**src/ubxp_pkg.sv**
```systemverilog
// shared types and constants for the ubx frame parser
// no dependencies; used by every module under src
package ubxp_pkg;

  // result kinds as seen on the output tuser
  localparam logic [2:0] KIND_DATA     = 3'd0;
  localparam logic [2:0] KIND_ACCEPT   = 3'd1;
  localparam logic [2:0] KIND_IGNORE   = 3'd2;
  localparam logic [2:0] KIND_CKERR    = 3'd3;
  localparam logic [2:0] KIND_OVERFLOW = 3'd4;

  // event codes passed from the front parser to the back end
  localparam logic [1:0] OP_DATA  = 2'd0;
  localparam logic [1:0] OP_GOOD  = 2'd1;
  localparam logic [1:0] OP_CKERR = 2'd2;
  localparam logic [1:0] OP_OVFL  = 2'd3;

  // configuration register indexes
  localparam logic [2:0] REG_SYNC_FIRST  = 3'd0;
  localparam logic [2:0] REG_SYNC_SECOND = 3'd1;
  localparam logic [2:0] REG_FILTER_0    = 3'd2;
  localparam logic [2:0] REG_FILTER_1    = 3'd3;
  localparam logic [2:0] REG_FILTER_2    = 3'd4;
  localparam logic [2:0] REG_FILTER_3    = 3'd5;

  localparam int NUM_FILTERS = 4;
  localparam int QDEPTH      = 4;
  localparam int QPTR_W      = 2;
  localparam int QCNT_W      = 3;

  localparam logic [7:0] SYNC_FIRST_RST  = 8'hB5;
  localparam logic [7:0] SYNC_SECOND_RST = 8'h62;

  // one filter entry, msb first
  typedef struct packed {
    logic        valid;
    logic [15:0] length;
    logic        len_check;
    logic        any_id;
    logic [7:0]  id;
    logic [7:0]  cls;
  } ubxp_filter_t;

  // one parser event in the queue
  typedef struct packed {
    logic [1:0]  op;
    logic [7:0]  data;
    logic [7:0]  cls;
    logic [7:0]  id;
    logic [15:0] length;
  } ubxp_event_t;

endpackage

```
**src/ubxp_front.sv**
```systemverilog
// front parser: sync hunt, header capture, fletcher sum, event generation
// depends on ubxp_pkg
module ubxp_front #(
  parameter int MAX_PAYLOAD = 1024
) (
  input  logic                 clk,
  input  logic                 rst_n,
  input  logic                 byte_valid,
  input  logic                 q_full,
  output logic                 byte_ready,
  input  logic [7:0]           rx_byte,
  input  logic [7:0]           sync_first,
  input  logic [7:0]           sync_second,
  output logic                 push,
  output ubxp_pkg::ubxp_event_t ev
);

  localparam logic [3:0] PH_SYNC1   = 4'd0;
  localparam logic [3:0] PH_SYNC2   = 4'd1;
  localparam logic [3:0] PH_CLASS   = 4'd2;
  localparam logic [3:0] PH_ID      = 4'd3;
  localparam logic [3:0] PH_LEN1    = 4'd4;
  localparam logic [3:0] PH_LEN2    = 4'd5;
  localparam logic [3:0] PH_PAYLOAD = 4'd6;
  localparam logic [3:0] PH_CKA     = 4'd7;
  localparam logic [3:0] PH_CKB     = 4'd8;

  localparam logic [15:0] MAX_LEN = 16'(MAX_PAYLOAD);

  logic [3:0]  phase_r, phase_nxt;
  logic [7:0]  sum_a_r, sum_a_nxt;
  logic [7:0]  sum_b_r, sum_b_nxt;
  logic [7:0]  cls_r, cls_nxt;
  logic [7:0]  id_r, id_nxt;
  logic [15:0] len_r, len_nxt;
  logic [15:0] cnt_r, cnt_nxt;
  logic        take;
  logic        emit;
  logic [1:0]  op;
  logic [7:0]  acc_a, acc_b;
  logic [15:0] cnt_inc;
  logic [15:0] len_full;

  assign byte_ready = !q_full;
  assign take       = byte_valid && byte_ready;

  // fletcher step, restarted on the class byte
  assign acc_a    = ((phase_r == PH_CLASS) ? 8'd0 : sum_a_r) + rx_byte;
  assign acc_b    = ((phase_r == PH_CLASS) ? 8'd0 : sum_b_r) + acc_a;
  assign cnt_inc  = cnt_r + 16'd1;
  assign len_full = {rx_byte, len_r[7:0]};

  always_comb begin
    phase_nxt = phase_r;
    sum_a_nxt = sum_a_r;
    sum_b_nxt = sum_b_r;
    cls_nxt   = cls_r;
    id_nxt    = id_r;
    len_nxt   = len_r;
    cnt_nxt   = cnt_r;
    emit      = 1'b0;
    op        = ubxp_pkg::OP_DATA;
    unique case (phase_r)
      PH_SYNC1: begin
        if (rx_byte == sync_first) phase_nxt = PH_SYNC2;
      end
      PH_SYNC2: begin
        if (rx_byte == sync_second) phase_nxt = PH_CLASS;
        else if (rx_byte == sync_first) phase_nxt = PH_SYNC2;
        else phase_nxt = PH_SYNC1;
      end
      PH_CLASS: begin
        cls_nxt   = rx_byte;
        sum_a_nxt = acc_a;
        sum_b_nxt = acc_b;
        phase_nxt = PH_ID;
      end
      PH_ID: begin
        id_nxt    = rx_byte;
        sum_a_nxt = acc_a;
        sum_b_nxt = acc_b;
        phase_nxt = PH_LEN1;
      end
      PH_LEN1: begin
        len_nxt   = {8'd0, rx_byte};
        sum_a_nxt = acc_a;
        sum_b_nxt = acc_b;
        phase_nxt = PH_LEN2;
      end
      PH_LEN2: begin
        len_nxt   = len_full;
        sum_a_nxt = acc_a;
        sum_b_nxt = acc_b;
        cnt_nxt   = 16'd0;
        if (len_full > MAX_LEN) begin
          phase_nxt = PH_SYNC1;
          emit      = 1'b1;
          op        = ubxp_pkg::OP_OVFL;
        end else if (len_full == 16'd0) begin
          phase_nxt = PH_CKA;
        end else begin
          phase_nxt = PH_PAYLOAD;
        end
      end
      PH_PAYLOAD: begin
        sum_a_nxt = acc_a;
        sum_b_nxt = acc_b;
        cnt_nxt   = cnt_inc;
        if (cnt_inc >= len_r) phase_nxt = PH_CKA;
        emit = 1'b1;
        op   = ubxp_pkg::OP_DATA;
      end
      PH_CKA: begin
        if (rx_byte != sum_a_r) begin
          phase_nxt = PH_SYNC1;
          emit      = 1'b1;
          op        = ubxp_pkg::OP_CKERR;
        end else begin
          phase_nxt = PH_CKB;
        end
      end
      PH_CKB: begin
        phase_nxt = PH_SYNC1;
        emit      = 1'b1;
        op        = (rx_byte != sum_b_r) ? ubxp_pkg::OP_CKERR : ubxp_pkg::OP_GOOD;
      end
      default: begin
        phase_nxt = PH_SYNC1;
      end
    endcase
  end

  assign push      = take && emit;
  assign ev.op     = op;
  assign ev.data   = (op == ubxp_pkg::OP_DATA) ? rx_byte : 8'd0;
  assign ev.cls    = cls_nxt;
  assign ev.id     = id_nxt;
  assign ev.length = len_nxt;

  always_ff @(posedge clk) begin
    if (!rst_n) begin
      phase_r <= PH_SYNC1;
      sum_a_r <= 8'd0;
      sum_b_r <= 8'd0;
      cls_r   <= 8'd0;
      id_r    <= 8'd0;
      len_r   <= 16'd0;
      cnt_r   <= 16'd0;
    end else if (take) begin
      phase_r <= phase_nxt;
      sum_a_r <= sum_a_nxt;
      sum_b_r <= sum_b_nxt;
      cls_r   <= cls_nxt;
      id_r    <= id_nxt;
      len_r   <= len_nxt;
      cnt_r   <= cnt_nxt;
    end
  end

endmodule

```
**src/ubxp_queue.sv**
```systemverilog
// four-entry event queue between the front parser and the back end
// depends on ubxp_pkg
module ubxp_queue (
  input  logic                  clk,
  input  logic                  rst_n,
  input  logic                  push,
  input  ubxp_pkg::ubxp_event_t push_ev,
  input  logic                  pop,
  output ubxp_pkg::ubxp_event_t head_ev,
  output logic                  not_empty,
  output logic                  full
);

  ubxp_pkg::ubxp_event_t                 slot_r [ubxp_pkg::QDEPTH];
  logic [ubxp_pkg::QPTR_W-1:0]           wr_ptr_r, wr_ptr_nxt;
  logic [ubxp_pkg::QPTR_W-1:0]           rd_ptr_r, rd_ptr_nxt;
  logic [ubxp_pkg::QCNT_W-1:0]           cnt_r, cnt_nxt;
  logic                                  do_push, do_pop;

  assign not_empty = (cnt_r != '0);
  assign full      = (cnt_r == ubxp_pkg::QCNT_W'(ubxp_pkg::QDEPTH));
  assign do_push   = push && !full;
  assign do_pop    = pop && not_empty;
  assign head_ev   = slot_r[rd_ptr_r];

  assign wr_ptr_nxt = wr_ptr_r + ubxp_pkg::QPTR_W'(do_push);
  assign rd_ptr_nxt = rd_ptr_r + ubxp_pkg::QPTR_W'(do_pop);
  assign cnt_nxt    = cnt_r + ubxp_pkg::QCNT_W'(do_push) - ubxp_pkg::QCNT_W'(do_pop);

  always_ff @(posedge clk) begin
    if (do_push) slot_r[wr_ptr_r] <= push_ev;
  end

  always_ff @(posedge clk) begin
    if (!rst_n) begin
      wr_ptr_r <= '0;
      rd_ptr_r <= '0;
      cnt_r    <= '0;
    end else begin
      wr_ptr_r <= wr_ptr_nxt;
      rd_ptr_r <= rd_ptr_nxt;
      cnt_r    <= cnt_nxt;
    end
  end

endmodule

```
**src/ubxp_back.sv**
```systemverilog
// back end: filter match on finished frames and the output register
// depends on ubxp_pkg
module ubxp_back (
  input  logic                  clk,
  input  logic                  rst_n,
  input  logic                  ev_valid,
  input  ubxp_pkg::ubxp_event_t ev,
  output logic                  ev_pop,
  input  ubxp_pkg::ubxp_filter_t filt [ubxp_pkg::NUM_FILTERS],
  output logic                  res_valid,
  input  logic                  res_ready,
  output logic [2:0]            res_kind,
  output logic [7:0]            res_data,
  output logic [7:0]            res_class,
  output logic [7:0]            res_id,
  output logic [15:0]           res_length,
  output logic [1:0]            res_index
);

  logic                             valid_r;
  logic [2:0]                       kind_r, kind_nxt;
  logic [7:0]                       data_r, class_r, id_r;
  logic [15:0]                      length_r;
  logic [1:0]                       index_r, index_nxt;
  logic [ubxp_pkg::NUM_FILTERS-1:0] exact, wild;
  logic                             exact_any, wild_any;
  logic [1:0]                       exact_idx, wild_idx, pick;
  logic                             len_ok;

  // parallel compare of all entries against the frame header
  always_comb begin
    for (int i = 0; i < ubxp_pkg::NUM_FILTERS; i++) begin
      exact[i] = filt[i].valid && (filt[i].cls == ev.cls) && !filt[i].any_id &&
                 (filt[i].id == ev.id);
      wild[i]  = filt[i].valid && (filt[i].cls == ev.cls) && filt[i].any_id;
    end
  end

  assign exact_any = |exact;
  assign wild_any  = |wild;

  always_comb begin
    priority casez (exact)
      4'b???1: exact_idx = 2'd0;
      4'b??10: exact_idx = 2'd1;
      4'b?100: exact_idx = 2'd2;
      default: exact_idx = 2'd3;
    endcase
    priority casez (wild)
      4'b???1: wild_idx = 2'd0;
      4'b??10: wild_idx = 2'd1;
      4'b?100: wild_idx = 2'd2;
      default: wild_idx = 2'd3;
    endcase
  end

  assign pick   = exact_any ? exact_idx : wild_idx;
  assign len_ok = !filt[pick].len_check || (filt[pick].length == ev.length);

  always_comb begin
    index_nxt = 2'd0;
    unique case (ev.op)
      ubxp_pkg::OP_DATA:  kind_nxt = ubxp_pkg::KIND_DATA;
      ubxp_pkg::OP_CKERR: kind_nxt = ubxp_pkg::KIND_CKERR;
      ubxp_pkg::OP_OVFL:  kind_nxt = ubxp_pkg::KIND_OVERFLOW;
      ubxp_pkg::OP_GOOD: begin
        if ((exact_any || wild_any) && len_ok) begin
          kind_nxt  = ubxp_pkg::KIND_ACCEPT;
          index_nxt = pick;
        end else begin
          kind_nxt = ubxp_pkg::KIND_IGNORE;
        end
      end
      default: kind_nxt = ubxp_pkg::KIND_IGNORE;
    endcase
  end

  assign ev_pop = ev_valid && (!valid_r || res_ready);

  always_ff @(posedge clk) begin
    if (!rst_n) begin
      valid_r <= 1'b0;
    end else if (ev_pop) begin
      valid_r <= 1'b1;
    end else if (res_ready) begin
      valid_r <= 1'b0;
    end
  end

  always_ff @(posedge clk) begin
    if (ev_pop) begin
      kind_r   <= kind_nxt;
      data_r   <= ev.data;
      class_r  <= ev.cls;
      id_r     <= ev.id;
      length_r <= ev.length;
      index_r  <= index_nxt;
    end
  end

  assign res_valid  = valid_r;
  assign res_kind   = kind_r;
  assign res_data   = data_r;
  assign res_class  = class_r;
  assign res_id     = id_r;
  assign res_length = length_r;
  assign res_index  = index_r;

endmodule

```
**src/ubx_frame_parser.sv**
```systemverilog
// top level of the ubx frame parser: configuration registers and wiring
// depends on ubxp_pkg, ubxp_front, ubxp_queue and ubxp_back

// Takes one received byte per beat and accepts a byte every cycle unless the
// event queue is full. Results leave through the event queue and then a
// registered output stage; in_tready drops only when the four-entry event queue
// is full, which happens only while the output side holds out_tready low. Each
// payload byte gives a data beat, and each frame ends in one outcome beat:
// accepted, ignored, checksum error, or overflow (length above MAX_PAYLOAD,
// reported right after the second length byte). Sync bytes and filter entries
// are written over the cfg port, which is always ready; write it only while the
// parser is idle.
module ubx_frame_parser #(
  parameter int MAX_PAYLOAD = 1024
) (
  input  logic        clk,
  input  logic        rst_n,
  // input stream
  input  logic        in_tvalid,
  output logic        in_tready,
  input  logic [7:0]  in_tdata,   // rx_byte[7:0]
  // result stream
  output logic        out_tvalid,
  input  logic        out_tready,
  output logic [47:0] out_tdata,  // data_byte[7:0], msg_class[15:8], msg_id[23:16],
                                  // msg_length[39:24], match_index[41:40], zero[47:42]
  output logic [2:0]  out_tuser,  // kind[2:0]
  // configuration writes
  input  logic        cfg_valid,
  output logic        cfg_ready,
  input  logic [2:0]  cfg_index,
  input  logic [34:0] cfg_data
);

  logic [7:0]             sync_first_r;
  logic [7:0]             sync_second_r;
  ubxp_pkg::ubxp_filter_t filt_r [ubxp_pkg::NUM_FILTERS];
  logic                   cfg_we;

  logic                   q_full, q_not_empty, q_push, q_pop;
  ubxp_pkg::ubxp_event_t  push_ev, head_ev;

  logic [2:0]             res_kind;
  logic [7:0]             res_data, res_class, res_id;
  logic [15:0]            res_length;
  logic [1:0]             res_index;

  // configuration registers, writes to unused indexes are dropped
  assign cfg_ready = 1'b1;
  assign cfg_we    = cfg_valid && cfg_ready;

  always_ff @(posedge clk) begin
    if (!rst_n) begin
      sync_first_r  <= ubxp_pkg::SYNC_FIRST_RST;
      sync_second_r <= ubxp_pkg::SYNC_SECOND_RST;
      for (int i = 0; i < ubxp_pkg::NUM_FILTERS; i++) filt_r[i] <= '0;
    end else if (cfg_we) begin
      unique case (cfg_index)
        ubxp_pkg::REG_SYNC_FIRST:  sync_first_r  <= cfg_data[7:0];
        ubxp_pkg::REG_SYNC_SECOND: sync_second_r <= cfg_data[7:0];
        ubxp_pkg::REG_FILTER_0:    filt_r[0]     <= cfg_data;
        ubxp_pkg::REG_FILTER_1:    filt_r[1]     <= cfg_data;
        ubxp_pkg::REG_FILTER_2:    filt_r[2]     <= cfg_data;
        ubxp_pkg::REG_FILTER_3:    filt_r[3]     <= cfg_data;
        default: ;
      endcase
    end
  end

  // front: per-byte parse, pushes one event per result
  ubxp_front #(
    .MAX_PAYLOAD(MAX_PAYLOAD)
  ) u_front (
    .clk        (clk),
    .rst_n      (rst_n),
    .byte_valid (in_tvalid),
    .q_full     (q_full),
    .byte_ready (in_tready),
    .rx_byte    (in_tdata),
    .sync_first (sync_first_r),
    .sync_second(sync_second_r),
    .push       (q_push),
    .ev         (push_ev)
  );

  // decoupling queue
  ubxp_queue u_queue (
    .clk      (clk),
    .rst_n    (rst_n),
    .push     (q_push),
    .push_ev  (push_ev),
    .pop      (q_pop),
    .head_ev  (head_ev),
    .not_empty(q_not_empty),
    .full     (q_full)
  );

  // back: filter match and output register
  ubxp_back u_back (
    .clk       (clk),
    .rst_n     (rst_n),
    .ev_valid  (q_not_empty),
    .ev        (head_ev),
    .ev_pop    (q_pop),
    .filt      (filt_r),
    .res_valid (out_tvalid),
    .res_ready (out_tready),
    .res_kind  (res_kind),
    .res_data  (res_data),
    .res_class (res_class),
    .res_id    (res_id),
    .res_length(res_length),
    .res_index (res_index)
  );

  assign out_tuser = res_kind;
  assign out_tdata = {6'd0, res_index, res_length, res_id, res_class, res_data};

`ifndef NO_ASSERTIONS
  // outcome codes stay within the defined kinds
  a_kind_range: assert property (@(posedge clk) disable iff (!rst_n)
    out_tvalid |-> (out_tuser <= ubxp_pkg::KIND_OVERFLOW))
    else $error("result kind out of range");

  // data byte is only nonzero on payload beats
  a_data_zero: assert property (@(posedge clk) disable iff (!rst_n)
    (out_tvalid && (out_tuser != ubxp_pkg::KIND_DATA)) |-> (out_tdata[7:0] == 8'd0))
    else $error("data byte set on a non-payload beat");

  // match index only carries meaning on accepted frames
  a_index_zero: assert property (@(posedge clk) disable iff (!rst_n)
    (out_tvalid && (out_tuser != ubxp_pkg::KIND_ACCEPT)) |-> (out_tdata[41:40] == 2'd0))
    else $error("match index set on a non-accept beat");

  // input back-pressure only comes from a full queue behind a stalled output
  a_stall_cause: assert property (@(posedge clk) disable iff (!rst_n)
    !in_tready |-> (out_tvalid && $past(out_tvalid)))
    else $error("input stalled without output back-pressure");
`endif

endmodule
```
**config.mk**
```make
export PLATFORM = sky130hd
export DESIGN_NAME = ubx_frame_parser
export DESIGN_NICKNAME = d
export VERILOG_FILES = /design/src/ubxp_pkg.sv /design/src/ubxp_front.sv /design/src/ubxp_queue.sv /design/src/ubxp_back.sv /design/src/ubx_frame_parser.sv
export SDC_FILE = /design/constraint.sdc
export NUM_CORES = 1
export LEC_CHECK = 0
export BUFFER_PORTS_ARGS = -buffer_cell sky130_fd_sc_hd__buf_2
export CORE_ASPECT_RATIO = 0.9
export CORE_MARGIN = 5
export CORE_UTILIZATION = 35
export CTS_CLUSTER_DIAMETER = 50
export DETAILED_ROUTE_END_ITERATION = 12
export GPL_ROUTABILITY_DRIVEN = 0
export PLACE_DENSITY_LB_ADDON = 0.05
export SYNTH_ARGS = -nofsm -noshare
export SYNTH_HDL_FRONTEND = slang
export SYNTH_SLANG_ARGS = --single-unit
```
**constraint.sdc**
```tcl
create_clock -name clk -period 4.96 [get_ports clk]
set_input_delay 0.248 -clock clk [delete_from_list [all_inputs] [get_ports clk]]
set_output_delay 0.248 -clock clk [all_outputs]
set_load 0.005 [all_outputs]
```
After elaboration in Yosys (flattened, before gate mapping). Memories as Yosys holds them, arrays and structs flattened. A register that Yosys moved wholly into a read port is not among the register bits. Index checks and enable logic that the tools add are counted.

Add/subtract/negate cells: 7. $mul: 0. Divide/modulo/power cells: 0. Order comparisons: 3. Eq/ne operators: 36. Shift operators: 0. Multiplexer cells: 35. Bitwise logic cells: 1. Reductions and logical operators: 54.

Operators with widths (count): == test 8 bit (10); binary-select mux 35 bit (select 2 bit) (1); two-way mux 34 bit (2); case mux 16 bit (2 select lines) (2); two-way mux 8 bit (5); case mux 4 bit (8 select lines) (1); logical AND 1 bit (22); two-way mux 4 bit (5); case mux 2 bit (3 select lines) (3); AND reduction 2 bit (9); adder 16 x 1 -> 16 bit, second input constant (1); adder 8 bit (2); == test 16 bit (1); == test 4 x 3 -> 1 bit, second input constant (4); greater-or-equal comparator 16 bit (1); greater-than comparator 16 x 11 -> 1 bit, second input constant (1); logical NOT 16 bit (1); != test 8 bit (2); == test 3 bit, second input constant (5); two-way mux 2 bit (6); case mux 3 bit (4 select lines) (1); == test 2 bit, second input constant (4); == test 4 x 2 -> 1 bit, second input constant (2); two-way mux 1 bit (8); other kinds (23) (37).

Bits in registers: 277. Bits in latches: 0. RAM bits: 168. ROM bits: 0. Output and inout port bits: 54. Word-level logic and storage cells: 180. Memories: 1.

Memories: u_queue.slot_r (depth 4, width 42, read ports 1, clocked after Yosys merged registers in 1, write ports 1, line ubxp_queue.sv:14) `ubxp_pkg::ubxp_event_t slot_r [ubxp_pkg::QDEPTH];`.

Longest topological paths before layout. Gate-level depths: netlist of the first run.

Depth in word-level cells: 16. Depth in mapped cells: 21.

By module. From an unflattened synthesis of the first run, not the netlist that was laid out.

Cell total of the unflattened synthesis: 1806. Area, all modules: 20723.6 um^2.

By module, submodules not included: ubxp_queue (instances 1, cells an instance 255, area each 6476.2 um^2); ubx_frame_parser (instances 1, cells an instance 567, area each 5848.1 um^2); ubxp_front (instances 1, cells an instance 652, area each 4872.2 um^2); ubxp_back (instances 1, cells an instance 332, area each 3527.1 um^2).

Least setup slack after synthesis of the first run. No wires, ideal clock.

Path kind: in2reg. Start point: input port in_tdata[0]. End point: memory u_queue.slot_r[1][0] (netlist name), enable pin. Library setup time: 0.502 ns. Data arrival time: 4.691 ns. Setup slack: -0.234 ns. Stages on the path: 10. Buffers on the path: 1. Cell sequence: clkbuf_1 > nor3_1 > nand3_1 > o21ai_0 > nand2_1 > o21ai_0 > a211o_1 > a21oi_1 > o21ai_0 > nor3b_1.

Cells in the longest elaborated chain, start to end: 7. Elaborated cells between the ends (all ways): 9. Classes of those cells: 1 x order compare; 1 x eq/ne; 5 x mux; 2 x reduce/logical.

RTL lines: start, declared (line ubx_frame_parser.sv:21) `input logic [7:0] in_tdata,`; greater-than comparator 16 x 11 -> 1 bit / != test 8 bit (equally long branches) (line ubxp_front.sv:95, ubxp_front.sv:114); two-way mux 1 bit, on equally long branches (line ubxp_front.sv:95, ubxp_front.sv:114); case mux 1 bit (3 select lines) * (line ubxp_front.sv:63) `unique case (phase_r)`; logical AND 1 bit * (line ubxp_front.sv:133) `assign push = take && emit;`; logical AND 1 bit * (line ubxp_queue.sv:22) `assign do_push = push && !full;`; two-way mux 1 bit * (line ubxp_queue.sv:31) `if (do_push) slot_r[wr_ptr_r] <= push_ev;`; two-way mux 1 bit (not written as such) * (line ubxp_queue.sv:31); end, declared (line ubxp_queue.sv:14).

Every way passes the cells marked *; elsewhere a longest branch is shown, timed or not.

==> impl_metrics.prom, run 1 <==
# TYPE chip_impl_metric gauge
chip_impl_info{name="result_of_the_run",value="finished clean"} 1
chip_impl_metric{name="largest_net_degree_at_the_start_of_global_routing",unit=""} 116
chip_impl_metric{name="min_delay_path_depth",unit=""} 2
chip_impl_info{name="crit_chain",value="buf_12 > mux4_2 > buf_4 > xnor2_1 > nand4_1 > nor4_4 > a21oi_2 > buf_4 > a211oi_2 > buf_6 > a211oi_1 > or4_1 > o22a_1 > or4_1 > o31a_1"} 1
chip_impl_metric{name="synth_enable_flop_cells",unit=""} 213
chip_impl_metric{name="placement.cell_area",unit="um^2"} 22330
chip_impl_metric{name="report.power.total",unit="mW"} 10.96
chip_impl_metric{name="synth-seq-cells",unit=""} 445
chip_impl_metric{name="clk_latency",unit="ps"} 600
chip_impl_metric{name="buffer_ports.inserted",unit=""} 97
chip_impl_info{name="worstHoldStart",value="rst_n"} 1
chip_impl_metric{name="mappedNetlistArea",unit="um^2"} 20830
chip_impl_metric{name="power_frac_clock",unit="%"} 37.4
chip_impl_metric{name="grt_util_all_layers",unit="%"} 20.08
chip_impl_metric{name="die_w",unit="um"} 267.1
chip_impl_metric{name="setup_violations",unit=""} 0
chip_impl_metric{name="start_util",unit="%"} 35.52
chip_impl_metric{name="area_growth",unit="%"} 18.29
chip_impl_metric{name="drt_wl_total",unit="um"} 66200
chip_impl_metric{name="synth_xor_area_share",unit="%"} 5.172
chip_impl_metric{name="antenna_nets_post_route",unit=""} 0
chip_impl_metric{name="muxShareOfSynthArea",unit="%"} 6.896
chip_impl_info{name="grt_setup_unrepaired",value="true"} 1
chip_impl_metric{name="timing.final.ws_setup",unit="ps"} 176.4
chip_impl_metric{name="vias",unit=""} 16050
chip_impl_metric{name="p_sw",unit="mW"} 3.235
chip_impl_metric{name="remaining_drc_errors",unit=""} 0
chip_impl_metric{name="post_route_cells_drive_above_1_share",unit="%"} 15.66
chip_impl_info{name="prevailing_post_synth_register_cell",value="dfxtp_1"} 1
chip_impl_metric{name="grt.overflow.total",unit=""} 0
chip_impl_metric{name="floorplan.rows",unit=""} 84
chip_impl_metric{name="die_h",unit="um"} 241.4
chip_impl_metric{name="netlist.area_leader.share",unit="%"} 30.71
chip_impl_info{name="layout.cells.most_common",value="nand2_1"} 1
chip_impl_metric{name="io_pins",unit=""} 105
chip_impl_metric{name="core_area",unit="um^2"} 58650
chip_impl_metric{name="synthesis.instances",unit=""} 2057
chip_impl_metric{name="p_comb_share",unit="%"} 21.7
chip_impl_metric{name="synth_compound_area_share",unit="%"} 12.53
chip_impl_metric{name="preCtsSetupSlack",unit="ps"} 85.01
chip_impl_info{name="startpoint_type",value="register"} 1
chip_impl_metric{name="cp_max_fo",unit=""} 15
chip_impl_metric{name="final_net_count",unit=""} 2272
chip_impl_metric{name="switching_share",unit="%"} 29.53
chip_impl_metric{name="maxClockFrequency",unit="MHz"} 209.0
chip_impl_metric{name="p_int",unit="mW"} 7.721
chip_impl_info{name="main_combinational_cell_family_by_area_after_synthesis",value="simple AND/OR/NAND/NOR gates"} 1
chip_impl_metric{name="cts_buffers",unit=""} 54
chip_impl_metric{name="async_flop_share",unit="%"} 0
chip_impl_metric{name="power_frac_seq",unit="%"} 40.9
chip_impl_info{name="root_buffer_selected_by_cts",value="clkbuf_16"} 1
chip_impl_info{name="endpoint_kind",value="register"} 1
chip_impl_metric{name="grt_first_pass_wirelength",unit="um"} 99330
chip_impl_metric{name="timing.final.crit_period",unit="ps"} 4784
chip_impl_metric{name="pwr_density_cell",unit="nW/um^2"} 444.7
chip_impl_metric{name="reg2regPathDepth",unit=""} 15
chip_impl_metric{name="final_hold_viol_count",unit=""} 0
chip_impl_metric{name="detailedRoute.firstIterationViolations",unit=""} 1205
chip_impl_metric{name="worst_setup_hold_path_clk_slew",unit="ps"} 60
chip_impl_metric{name="number_of_global_route_vias_before_repair",unit=""} 15720
chip_impl_metric{name="grt_antenna_before_repair",unit=""} 1
chip_impl_metric{name="worst_path_largest_cell_delay",unit="ps"} 580
chip_impl_metric{name="max_transition_viols_final",unit=""} 0
chip_impl_metric{name="route.detailed.wl_per_inst",unit="um"} 22.04
chip_impl_metric{name="yosys.area_share.simple",unit="%"} 16.22
chip_impl_info{name="post_synth_main_area_contributors",value="edfxtp_1 31%, dfxtp_1 22%, nand2_1 7.2%"} 1
chip_impl_info{name="critical_path.startpoint",value="u_queue.rd_ptr_r[0]"} 1
chip_impl_metric{name="post-route-period-util",unit="%"} 96.44
chip_impl_metric{name="slew-limit-headroom",unit="%"} 25.54
chip_impl_info{name="cts_tree",value="yes"} 1
chip_impl_info{name="crit_path_slowest_cell",value="mux4_2"} 1
chip_impl_metric{name="timing.critical_path.arrival",unit="ps"} 5130
chip_impl_info{name="critical_path.reg2reg.startpoint",value="u_queue.rd_ptr_r[0]"} 1
chip_impl_metric{name="ys.warnings.count",unit=""} 0
chip_impl_metric{name="vdd_ir_drop_max",unit="mV"} 0.2333
chip_impl_metric{name="clock-skew-final",unit="ps"} 12.98
chip_impl_metric{name="drt_pass_1_iters",unit=""} 5
chip_impl_metric{name="h-tree-depth",unit=""} 2
chip_impl_metric{name="fill_cells",unit=""} 5700
chip_impl_metric{name="die-area",unit="um^2"} 64500
chip_impl_metric{name="clock_sinks",unit=""} 445
chip_impl_metric{name="synth_seq_area_share",unit="%"} 53.01
chip_impl_metric{name="post_synth.cell_area_avg",unit="um^2"} 10.13
chip_impl_metric{name="worstPathRequired",unit="ps"} 5310
chip_impl_metric{name="final_area",unit="um^2"} 24640
chip_impl_info{name="worst_hold_path_type",value="input pin to register"} 1
chip_impl_metric{name="avgViaCountPerCell",unit=""} 5.343
chip_impl_metric{name="cts-root-to-sink-buffers",unit=""} 3
chip_impl_info{name="critPathKind",value="register to register"} 1
chip_impl_metric{name="measured_slew_at_the_worst_slew_check_pin",unit="ps"} 1117
chip_impl_metric{name="synth_adder_area_share",unit="%"} 2.391
chip_impl_metric{name="leakagePower",unit="nW"} 8.772
chip_impl_metric{name="synth_cell_type_count",unit=""} 80
chip_impl_metric{name="max_cap_violations",unit=""} 0
chip_impl_info{name="layout_common_cells",value="399 x nand2_1, 230 x dfxtp_1, 213 x edfxtp_1"} 1
chip_impl_info{name="netlist.top_cell.by_area",value="edfxtp_1"} 1
chip_impl_metric{name="dp.final_hpwl",unit="um"} 44880
[cell usage after synthesis, drive strengths merged, types with 16 or more instances]
| cell | n |
|---|---|
| a2111oi | 18 |
| a211oi | 31 |
| a21o | 16 |
| a21oi | 211 |
| a22o | 16 |
| a22oi | 17 |
| and2 | 18 |
| and3 | 17 |
| buf | 41 |
| clkbuf | 93 |
| dfxtp | 232 |
| edfxtp | 213 |
| ha | 35 |
| inv | 52 |
| mux2 | 32 |
| mux2i | 40 |
| mux4 | 30 |
| nand2 | 400 |
| nand3 | 36 |
| nand4 | 21 |
| nor2 | 127 |
| nor2b | 23 |
| nor3 | 37 |
| nor4 | 18 |
| o21ai | 45 |
| xnor2 | 84 |
| xor2 | 39 |
[final cells by class]
class	count	area (um^2)	area share, %
clock buffer	71	1486	6.033
inverter	52	200.2	0.8125
timing repair buffer	199	1424	5.779
clock inverter	30	371.6	1.508
sequential	445	11050	44.84
antenna	1	2.502	0.01016
multi-input combinational	1431	9138	37.09
tap	774	968.4	3.931
[flip-flops by register name, indices dropped and copies added (netlist names), 3 cells and up]
| register | flops |
|---|---|
| u_front.sum_b_r | 8 |
| u_front.len_r | 16 |
| u_back.res_data | 8 |
| u_front.cnt_r | 16 |
| u_front.cls_r | 8 |
| u_queue.slot_r | 168 |
| sync_second_r | 8 |
| u_front.sum_a_r | 8 |
| u_queue.cnt_r | 3 |
| filt_r | 140 |
| u_back.res_length | 16 |
| u_front.id_r | 8 |
| sync_first_r | 8 |
| u_back.res_id | 8 |
| u_back.res_kind | 3 |
| u_back.res_class | 8 |
| u_front.phase_r | 4 |
[cells by family after synthesis]
family,after synthesis
AO/OA/AOI/OAI,415
XOR/XNOR,123
adder cells (fa/ha/maj),38
buffers and inverters,186
flip-flops,445
multiplexers,102
other,2
AND/OR/NAND/NOR,746
[stage by stage]
step	instances	utilization (%)	setup TNS (ps)	hold slack [ps]
6_report	3003	42.01	0	33.30
5_1_grt	3002	42.01	-39.53	37.82
4_1_cts	3001	41.86	0	2.426
3_5_place_dp	2864	38.08	0	453.0
3_3_place_gp	2864	38.08	0	443.4
2_1_floorplan	2062	-	0	369.7
[path summary, 6_finish.rpt]
path         slack [ps]                  to
max                 180  u_back.res_kind[1]
min                  30     sync_first_r[4]
max reg2reg         180  u_back.res_kind[1]
min reg2reg         460          filt_r[17]
[power by group through the flow]
stage | Clock [mW] | Combinational, mW | Sequential (mW)
6_report | 4.10 | 2.38 | 4.48
4_1_cts | 4.21 | 2.40 | 4.49
5_1_grt | 4.37 | 2.59 | 4.51
3_3_place_gp | 0 | 2.36 | 4.56
2_1_floorplan | 0 | 1.49 | 4.48
3_5_place_dp | 0 | 2.37 | 4.56
[metal layers]
metal / vias to the layer above / track usage [%] / wire length (um)
li1: 7598 / - / -
met1: 7889 / 28.80 / 31240
met2: 434 / 31.85 / 29850
met3: 124 / 3.047 / 3336
met4: 0 / 5.742 / 1771
met5: - / 0 / 0
[worst max-delay path, delay by kind of cell, from the launching register on]
kind / cells / cell delay, ps
simple gates: 4 / 1660
compound gates: 5 / 970
buf+inv: 4 / 750
mux: 1 / 580
flops: 1 / 420
xor+xnor: 1 / 150
[timing repair]
action / 4_1_cts / 5_1_grt
gates resized for setup: 0 / 22
endpoints found under the setup margin: 0 / 4
hold buffers: 36 / 0
buffers inserted: 0 / 1
hold endpoints to repair: 156 / 0
Note: power is estimated with default switching activity, not from simulation.
==> run 2, diff against run 1 <==
--- a/config.mk
+++ b/config.mk
@@ -6,6 +6,8 @@
 export NUM_CORES = 1
 export LEC_CHECK = 0
 export BUFFER_PORTS_ARGS = -buffer_cell sky130_fd_sc_hd__buf_2
+export CELL_PAD_IN_SITES_DETAIL_PLACEMENT = 1
+export CELL_PAD_IN_SITES_GLOBAL_PLACEMENT = 1
 export CORE_ASPECT_RATIO = 0.9
 export CORE_MARGIN = 5
 export CORE_UTILIZATION = 35
==> run 2 against run 1 <==
Maximum frequency fell by 1.9%. Power rose by 1.1%. Design area barely moved. Worst setup slack got worse by 92 ps. Die area did not move. Worst hold slack improved by 6.2 ps. Critical path depth fell by 1. Sequential cell count did not move. Wire length rose by 4.3%.
==> impl_metrics.prom, run 2 (synthesis results as in run 1) <==
# TYPE chip_impl_metric gauge
chip_impl_metric{name="core_area",unit="um^2"} 58650
chip_impl_metric{name="timing.final.ws_setup",unit="ps"} 84.51
chip_impl_metric{name="grt.overflow.total",unit=""} 0
chip_impl_metric{name="worst_setup_hold_path_clk_slew",unit="ps"} 60
chip_impl_metric{name="finish.cell_count_without_fillers",unit=""} 3006
chip_impl_metric{name="multiInputGateArea",unit="um^2"} 9161
chip_impl_metric{name="measured_slew_at_the_worst_slew_check_pin",unit="ps"} 1014
chip_impl_metric{name="worstPathRequired",unit="ps"} 5330
chip_impl_metric{name="reg2regPathDepth",unit=""} 14
chip_impl_info{name="result_of_the_run",value="finished clean"} 1
chip_impl_metric{name="report.power.total",unit="mW"} 11.07
chip_impl_metric{name="whs",unit="ps"} 39.54
chip_impl_metric{name="max_transition_viols_final",unit=""} 0
chip_impl_info{name="crit_path_slowest_cell",value="mux4_2"} 1
chip_impl_metric{name="timing.reg2reg.setup_slack",unit="ps"} 80
chip_impl_metric{name="vias",unit=""} 16220
chip_impl_metric{name="h-tree-depth",unit=""} 2
chip_impl_metric{name="remaining_drc_errors",unit=""} 0
chip_impl_metric{name="timing.final.crit_period",unit="ps"} 4875
chip_impl_metric{name="largest_net_degree_at_the_start_of_global_routing",unit=""} 87
chip_impl_metric{name="die_h",unit="um"} 241.4
chip_impl_metric{name="timing.critical_path.arrival",unit="ps"} 5240
chip_impl_metric{name="min_delay_path_depth",unit=""} 2
chip_impl_metric{name="drt_pass_1_iters",unit=""} 5
chip_impl_info{name="biggestRegsByFlops",value="u_queue.slot_r (168), filt_r (140)"} 1
chip_impl_metric{name="cts_buffers",unit=""} 57
chip_impl_metric{name="cts-root-to-sink-buffers",unit=""} 3
chip_impl_metric{name="dp.final_hpwl",unit="um"} 47290
chip_impl_metric{name="area.sequential",unit="um^2"} 11050
chip_impl_metric{name="avgViaCountPerCell",unit=""} 5.397
chip_impl_info{name="critPathKind",value="register to register"} 1
chip_impl_metric{name="slew-limit-headroom",unit="%"} 32.37
chip_impl_info{name="worstHoldStart",value="rst_n"} 1
chip_impl_metric{name="route.detailed.wl_per_inst",unit="um"} 22.96
chip_impl_metric{name="post-route-period-util",unit="%"} 98.30
chip_impl_metric{name="clock_sinks",unit=""} 445
chip_impl_metric{name="die_w",unit="um"} 267.1
chip_impl_metric{name="setup_violations",unit=""} 0
chip_impl_info{name="layout_common_cells",value="399 x nand2_1, 230 x dfxtp_1, 213 x edfxtp_1"} 1
chip_impl_metric{name="pwr_density_cell",unit="nW/um^2"} 449.2
chip_impl_metric{name="leakagePower",unit="nW"} 8.778
chip_impl_metric{name="max_cap_violations",unit=""} 0
chip_impl_metric{name="drt_wl_total",unit="um"} 69020
chip_impl_metric{name="area_growth",unit="%"} 18.34
chip_impl_info{name="path_common_cell",value="nand4_1"} 1
chip_impl_info{name="cts_tree",value="yes"} 1
chip_impl_metric{name="post_route_cells_drive_above_1_share",unit="%"} 15.75
chip_impl_info{name="worst_hold_path_type",value="input pin to register"} 1
chip_impl_metric{name="number_of_global_route_vias_before_repair",unit=""} 16860
chip_impl_info{name="endpoint_kind",value="register"} 1
chip_impl_info{name="startpoint_type",value="register"} 1
chip_impl_metric{name="grt_first_pass_wirelength",unit="um"} 104200
chip_impl_metric{name="clock-skew-final",unit="ps"} 23.72
chip_impl_metric{name="final_net_count",unit=""} 2271
chip_impl_metric{name="fill_cells",unit=""} 6483
chip_impl_metric{name="vdd_ir_drop_max",unit="mV"} 0.3003
chip_impl_info{name="root_buffer_selected_by_cts",value="clkbuf_16"} 1
chip_impl_metric{name="floorplan.rows",unit=""} 84
chip_impl_info{name="worst_r2r_endpoint",value="u_back.res_kind[1]"} 1
chip_impl_metric{name="largest_register_ffs",unit=""} 168
chip_impl_metric{name="buffer_ports.inserted",unit=""} 97
chip_impl_metric{name="dpl.cell_count",unit=""} 2854
chip_impl_metric{name="die-area",unit="um^2"} 64500
chip_impl_metric{name="io_pins",unit=""} 105
chip_impl_info{name="largest-register",value="u_queue.slot_r"} 1
chip_impl_metric{name="detailedRoute.firstIterationViolations",unit=""} 944
chip_impl_info{name="critical_path.reg2reg.startpoint",value="u_queue.rd_ptr_r[0]"} 1
chip_impl_metric{name="clk_latency",unit="ps"} 610
chip_impl_metric{name="fin_tns_setup",unit="ps"} 0
chip_impl_metric{name="grt_antenna_before_repair",unit=""} 0
chip_impl_metric{name="worst_path_largest_cell_delay",unit="ps"} 590
chip_impl_metric{name="cp_max_fo",unit=""} 9
chip_impl_metric{name="grt_util_all_layers",unit="%"} 20.98
chip_impl_metric{name="maxClockFrequency",unit="MHz"} 205.1
chip_impl_info{name="crit_chain",value="clkbuf_4 > mux4_2 > xor2_1 > nor4_4 > nand4_1 > a21o_2 > a211oi_4 > buf_4 > nand2_1 > and4_1 > a2111oi_0 > nand4_1 > or4_1 > o31a_1"} 1
chip_impl_info{name="hold-path-endpoint",value="sync_first_r[4]"} 1
chip_impl_info{name="layout.cells.most_common",value="nand2_1"} 1
chip_impl_metric{name="preCtsSetupSlack",unit="ps"} 76.85
chip_impl_metric{name="crit_buf_inv",unit=""} 2
chip_impl_metric{name="start_util",unit="%"} 35.52
chip_impl_info{name="critical-path-top-delay-family",value="simple AND/OR/NAND/NOR gates"} 1
chip_impl_metric{name="final_hold_viol_count",unit=""} 0
chip_impl_metric{name="antenna_nets_post_route",unit=""} 0
run 2: cell types whose count changed in the layout (fill, tap and decap cells not counted), moves of 3 or more:
cell / delta
a2111oi_0: +7
a2111oi_1: -4
a2111oi_2: -3
buf_12: -4
bufinv_16: -3
clkbuf_1: -3
clkbuf_16: +3
clkinv_8: +3
nor4_2: -3
run 2: worst max-delay path by stage:
stage                              from              endpoint  slack [ps]  depth (start not counted)
global placement    u_queue.rd_ptr_r[0]    u_back.res_kind[1]          90                         14
global route        u_queue.rd_ptr_r[0]    u_back.res_kind[1]         -70                         12
CTS                 u_queue.rd_ptr_r[1]    u_back.res_kind[1]          50                         12
detailed placement  u_queue.rd_ptr_r[1]    u_back.res_kind[1]          80                         12
finish              u_queue.rd_ptr_r[0]    u_back.res_kind[1]          80                         14
floorplan                   in_tdata[0]  u_queue.slot_r[0][0]          10                         10
run 2: area by class of cell:
cell class | instances | share of cell area, %
diodes | 3 | 0.03046
clock buffers | 72 | 6.310
clock inverters | 34 | 1.508
inverters | 52 | 0.8122
multi-input cells | 1431 | 37.17
flip-flops and latches | 445 | 44.82
well taps | 774 | 3.929
repair buffers | 195 | 5.421
run 2: power by group:
part	leakage, nW	switching [mW]	internal (mW)
registers	3.87	0.209	4.27
clock network	0.939	1.72	2.47
logic	3.97	1.45	0.951
total	8.78	3.38	7.69
run 2: stage by stage:
stage / area [um^2] / util, %
6_report: 24650 / 42.03
5_1_grt: 24640 / 42.02
4_1_cts: 24490 / 41.77
3_5_place_dp: 22210 / 37.87
3_3_place_gp: 22210 / 37.87
2_1_floorplan: 20850 / -
run 2: timing repair:
| action | 4_1_cts | 5_1_grt |
|---|---|---|
| hold buffers | 36 | 0 |
| endpoints found under the setup margin | 0 | 4 |
| gates resized for setup | 0 | 18 |
| setup buffers | 0 | 7 |
| hold endpoints to repair | 157 | 0 |
run 2: worst register-to-register path, cell delays in order (launching register included):
cell	delay (ps)
dfxtp_4	420
clkbuf_4	220
mux4_2	590
xor2_1	200
nor4_4	450
nand4_1	190
a21o_2	320
a211oi_4	330
buf_4	240
nand2_1	90
and4_1	190
a2111oi_0	370
nand4_1	190
or4_1	520
o31a_1	310
run 2: routing by layer:
layer  vias to the layer above  routed length [um]  global-route usage [%]
li1                       7592                   -                       -
met1                      8210               31510                   28.56
met2                       331               33240                   35.47
met3                        91                2993                   3.544
met4                         0                1278                   4.655
met5                         -                   0                       0
==> run 3, diff against run 2 <==
--- a/config.mk
+++ b/config.mk
@@ -10,7 +10,7 @@
 export CELL_PAD_IN_SITES_GLOBAL_PLACEMENT = 1
 export CORE_ASPECT_RATIO = 0.9
 export CORE_MARGIN = 5
-export CORE_UTILIZATION = 35
+export CORE_UTILIZATION = 44
 export CTS_CLUSTER_DIAMETER = 50
 export DETAILED_ROUTE_END_ITERATION = 12
 export GPL_ROUTABILITY_DRIVEN = 0
==> run 3 against run 2 <==
Wire length decreased by 2.5%. Worst setup slack improved by 53 ps. Via count up 1.9%. Non-clock buffer count shrank 11. Design area shrank 2.3%. Critical path depth is 1 lower. Combinational power decreased by 2%. Sequential share of layout area rose by 1.1 points. Sequential power about the same. Highest routed layer unchanged. Die area shrank 20%. Critical endpoint unchanged.
==> impl_metrics.prom, run 3 (synthesis results as in run 1) <==
# TYPE chip_impl_metric gauge
chip_impl_metric{name="cts_buffers",unit=""} 52
chip_impl_metric{name="max_cap_violations",unit=""} 0
chip_impl_info{name="hold-path-endpoint",value="sync_first_r[2]"} 1
chip_impl_metric{name="timing.final.ws_setup",unit="ps"} 137.3
chip_impl_metric{name="final_area",unit="um^2"} 24080
chip_impl_metric{name="grt.overflow.total",unit=""} 0
chip_impl_metric{name="floorplan.rows",unit=""} 75
chip_impl_metric{name="buffer_ports.inserted",unit=""} 97
chip_impl_metric{name="dp.final_hpwl",unit="um"} 45490
chip_impl_metric{name="report.power.total",unit="mW"} 10.58
chip_impl_metric{name="number_of_global_route_vias_before_repair",unit=""} 16990
chip_impl_metric{name="setup_violations",unit=""} 0
chip_impl_info{name="startpoint_type",value="register"} 1
chip_impl_metric{name="h-tree-depth",unit=""} 2
chip_impl_metric{name="switching_share",unit="%"} 30.94
chip_impl_info{name="cts_tree",value="yes"} 1
chip_impl_metric{name="worstPathRequired",unit="ps"} 5320
chip_impl_metric{name="largest_net_degree_at_the_start_of_global_routing",unit=""} 84
chip_impl_metric{name="p_int",unit="mW"} 7.307
chip_impl_metric{name="io_pins",unit=""} 105
chip_impl_metric{name="die_w",unit="um"} 239.3
chip_impl_metric{name="remaining_drc_errors",unit=""} 0
chip_impl_metric{name="vdd_ir_drop_max",unit="mV"} 0.2496
chip_impl_metric{name="core_area",unit="um^2"} 46730
chip_impl_info{name="worst_r2r_endpoint",value="u_back.res_kind[1]"} 1
chip_impl_metric{name="grt_antenna_before_repair",unit=""} 0
chip_impl_metric{name="final_net_count",unit=""} 2255
chip_impl_info{name="biggestRegsByFlops",value="u_queue.slot_r (168), filt_r (140)"} 1
chip_impl_metric{name="die_h",unit="um"} 216.4
chip_impl_metric{name="final_hold_viol_count",unit=""} 0
chip_impl_metric{name="cp_max_fo",unit=""} 11
chip_impl_metric{name="drt_pass_1_iters",unit=""} 7
chip_impl_metric{name="detailedRoute.firstIterationViolations",unit=""} 1190
chip_impl_info{name="critical_path.reg2reg.startpoint",value="u_queue.rd_ptr_r[0]"} 1
chip_impl_metric{name="vias",unit=""} 16530
chip_impl_metric{name="clk_latency",unit="ps"} 620
chip_impl_info{name="critPathKind",value="register to register"} 1
chip_impl_metric{name="p_comb_share",unit="%"} 22.3
chip_impl_metric{name="power_frac_clock",unit="%"} 35.2
chip_impl_metric{name="timing.critical_path.arrival",unit="ps"} 5180
chip_impl_info{name="endpoint_kind",value="register"} 1
chip_impl_metric{name="die-area",unit="um^2"} 51800
chip_impl_info{name="largest-register",value="u_queue.slot_r"} 1
chip_impl_metric{name="avgViaCountPerCell",unit=""} 5.852
chip_impl_metric{name="preCtsSetupSlack",unit="ps"} 39.32
chip_impl_metric{name="start_util",unit="%"} 44.57
chip_impl_info{name="layout_common_cells",value="399 x nand2_1, 230 x dfxtp_1, 213 x edfxtp_1"} 1
chip_impl_metric{name="reg2regPathDepth",unit=""} 13
chip_impl_metric{name="area_growth",unit="%"} 15.59
chip_impl_info{name="grt_setup_unrepaired",value="false"} 1
chip_impl_info{name="result_of_the_run",value="finished clean"} 1
chip_impl_info{name="root_buffer_selected_by_cts",value="clkbuf_16"} 1
chip_impl_metric{name="clock_sinks",unit=""} 445
chip_impl_metric{name="grt_util_all_layers",unit="%"} 25.49
chip_impl_metric{name="fill_cells",unit=""} 5086
chip_impl_metric{name="leakagePower",unit="nW"} 8.564
chip_impl_metric{name="fin_tns_setup",unit="ps"} 0
chip_impl_metric{name="drt_wl_total",unit="um"} 67270
chip_impl_metric{name="max_transition_viols_final",unit=""} 0
chip_impl_info{name="layout.cells.most_common",value="nand2_1"} 1
chip_impl_info{name="worst_hold_path_type",value="input pin to register"} 1
chip_impl_metric{name="pwr_density_cell",unit="nW/um^2"} 439.5
chip_impl_metric{name="min_delay_path_depth",unit=""} 2
chip_impl_metric{name="placement.cell_area",unit="um^2"} 21980
chip_impl_metric{name="clock-skew-final",unit="ps"} 29.14
chip_impl_metric{name="maxClockFrequency",unit="MHz"} 207.4
chip_impl_metric{name="n_antenna_cell",unit=""} 0
chip_impl_metric{name="power_frac_seq",unit="%"} 42.5
chip_impl_metric{name="p_sw",unit="mW"} 3.274
chip_impl_metric{name="slew-limit-headroom",unit="%"} 27.14
chip_impl_metric{name="measured_slew_at_the_worst_slew_check_pin",unit="ps"} 1093
chip_impl_metric{name="timing.reg2reg.setup_slack",unit="ps"} 140
chip_impl_metric{name="post-route-period-util",unit="%"} 97.23
chip_impl_metric{name="route.detailed.wl_per_inst",unit="um"} 23.82
chip_impl_metric{name="cts-root-to-sink-buffers",unit=""} 3
chip_impl_metric{name="timing.final.crit_period",unit="ps"} 4823
chip_impl_info{name="worstHoldStart",value="rst_n"} 1
chip_impl_metric{name="antenna_nets_post_route",unit=""} 0
chip_impl_metric{name="grt_first_pass_wirelength",unit="um"} 103200
chip_impl_metric{name="largest_register_ffs",unit=""} 168
chip_impl_metric{name="worst_setup_hold_path_clk_slew",unit="ps"} 60
chip_impl_metric{name="post_route_cells_drive_above_1_share",unit="%"} 14.86
## run 3: cell count changes in the layout (fill, tap and decap cells not counted), moves of 3 or more
cell,change
a2111oi_0,-4
a2111oi_1,+3
buf_4,-14
clkbuf_16,-6
clkinv_1,-3
clkinv_4,+3
clkinvlp_4,+3
diode_2,-3
nor4_2,+3
## run 3: repair_timing
action / CTS / global route
gates cloned: 0 / 0
buffers inserted: 0 / 3
gates resized for setup: 1 / 14
hold endpoints to repair: 157 / 0
endpoints found under the setup margin: 3 / 4
hold buffers: 36 / 0
pin swaps: 0 / 1
## run 3: final cells by class
class                           instances  area, um^2  share of cell area (%)
Inverter                               52       200.2                  0.8315
Clock inverter                         30       271.5                   1.128
Timing Repair Buffer                  184        1286                   5.342
Sequential cell                       445       11050                   45.89
Clock buffer                           66        1385                   5.753
Multi-Input combinational cell       1431        9114                   37.85
Tap cell                              616       770.7                   3.201
## run 3: worst max-delay path by stage
stage	from	end	cells past startpoint
floorplan	in_tdata[0]	u_queue.slot_r[0][0]	10
global route	u_queue.rd_ptr_r[0]	u_back.res_kind[1]	13
global placement	u_queue.rd_ptr_r[1]	u_back.res_kind[1]	14
detailed placement	u_queue.rd_ptr_r[1]	u_back.res_index[0]	13
finish	u_queue.rd_ptr_r[0]	u_back.res_kind[1]	13
CTS	u_queue.rd_ptr_r[0]	u_back.res_index[0]	14
## run 3: critical path: stages, from the launching register on
cell and delay, ps:
dfxtp_4 420, buf_12 170, mux4_2 590, xor2_1 180
a2111o_1 430, or4_4 480, o211a_1 210, nor2_4 220
buf_4 220, a2111oi_0 90, a2111oi_0 520, nand4_1 170
or4_1 540, o31a_1 330
## run 3: metal layers
| layer | part of all wire [%] | global-route usage (%) |
|---|---|---|
| met1 | 45 | 35.65 |
| met3 | 6.2 | 5.275 |
| met2 | 47 | 41.30 |
| met5 | 0 | 0 |
| met4 | 2.1 | 5.439 |
## run 3: stage by stage
| step | util, % | hold slack [ps] | instances |
|---|---|---|---|
| after floorplan | - | 369.7 | 2062 |
| after global placement | 47.04 | 443.0 | 2689 |
| after detailed placement | 47.04 | 453.0 | 2689 |
| after CTS | 51.36 | 40.73 | 2821 |
| after global routing | 51.52 | 43.66 | 2824 |
| final | 51.52 | 56.07 | 2824 |
## run 3: power groups by stage
stage / sequential (mW) / combinational [mW] / clock (mW)
4_1_cts: 4.50 / 2.35 / 3.81
3_3_place_gp: 4.57 / 2.27 / 0
6_report: 4.49 / 2.36 / 3.73
3_5_place_dp: 4.57 / 2.32 / 0
5_1_grt: 4.52 / 2.55 / 3.97
2_1_floorplan: 4.48 / 1.49 / 0
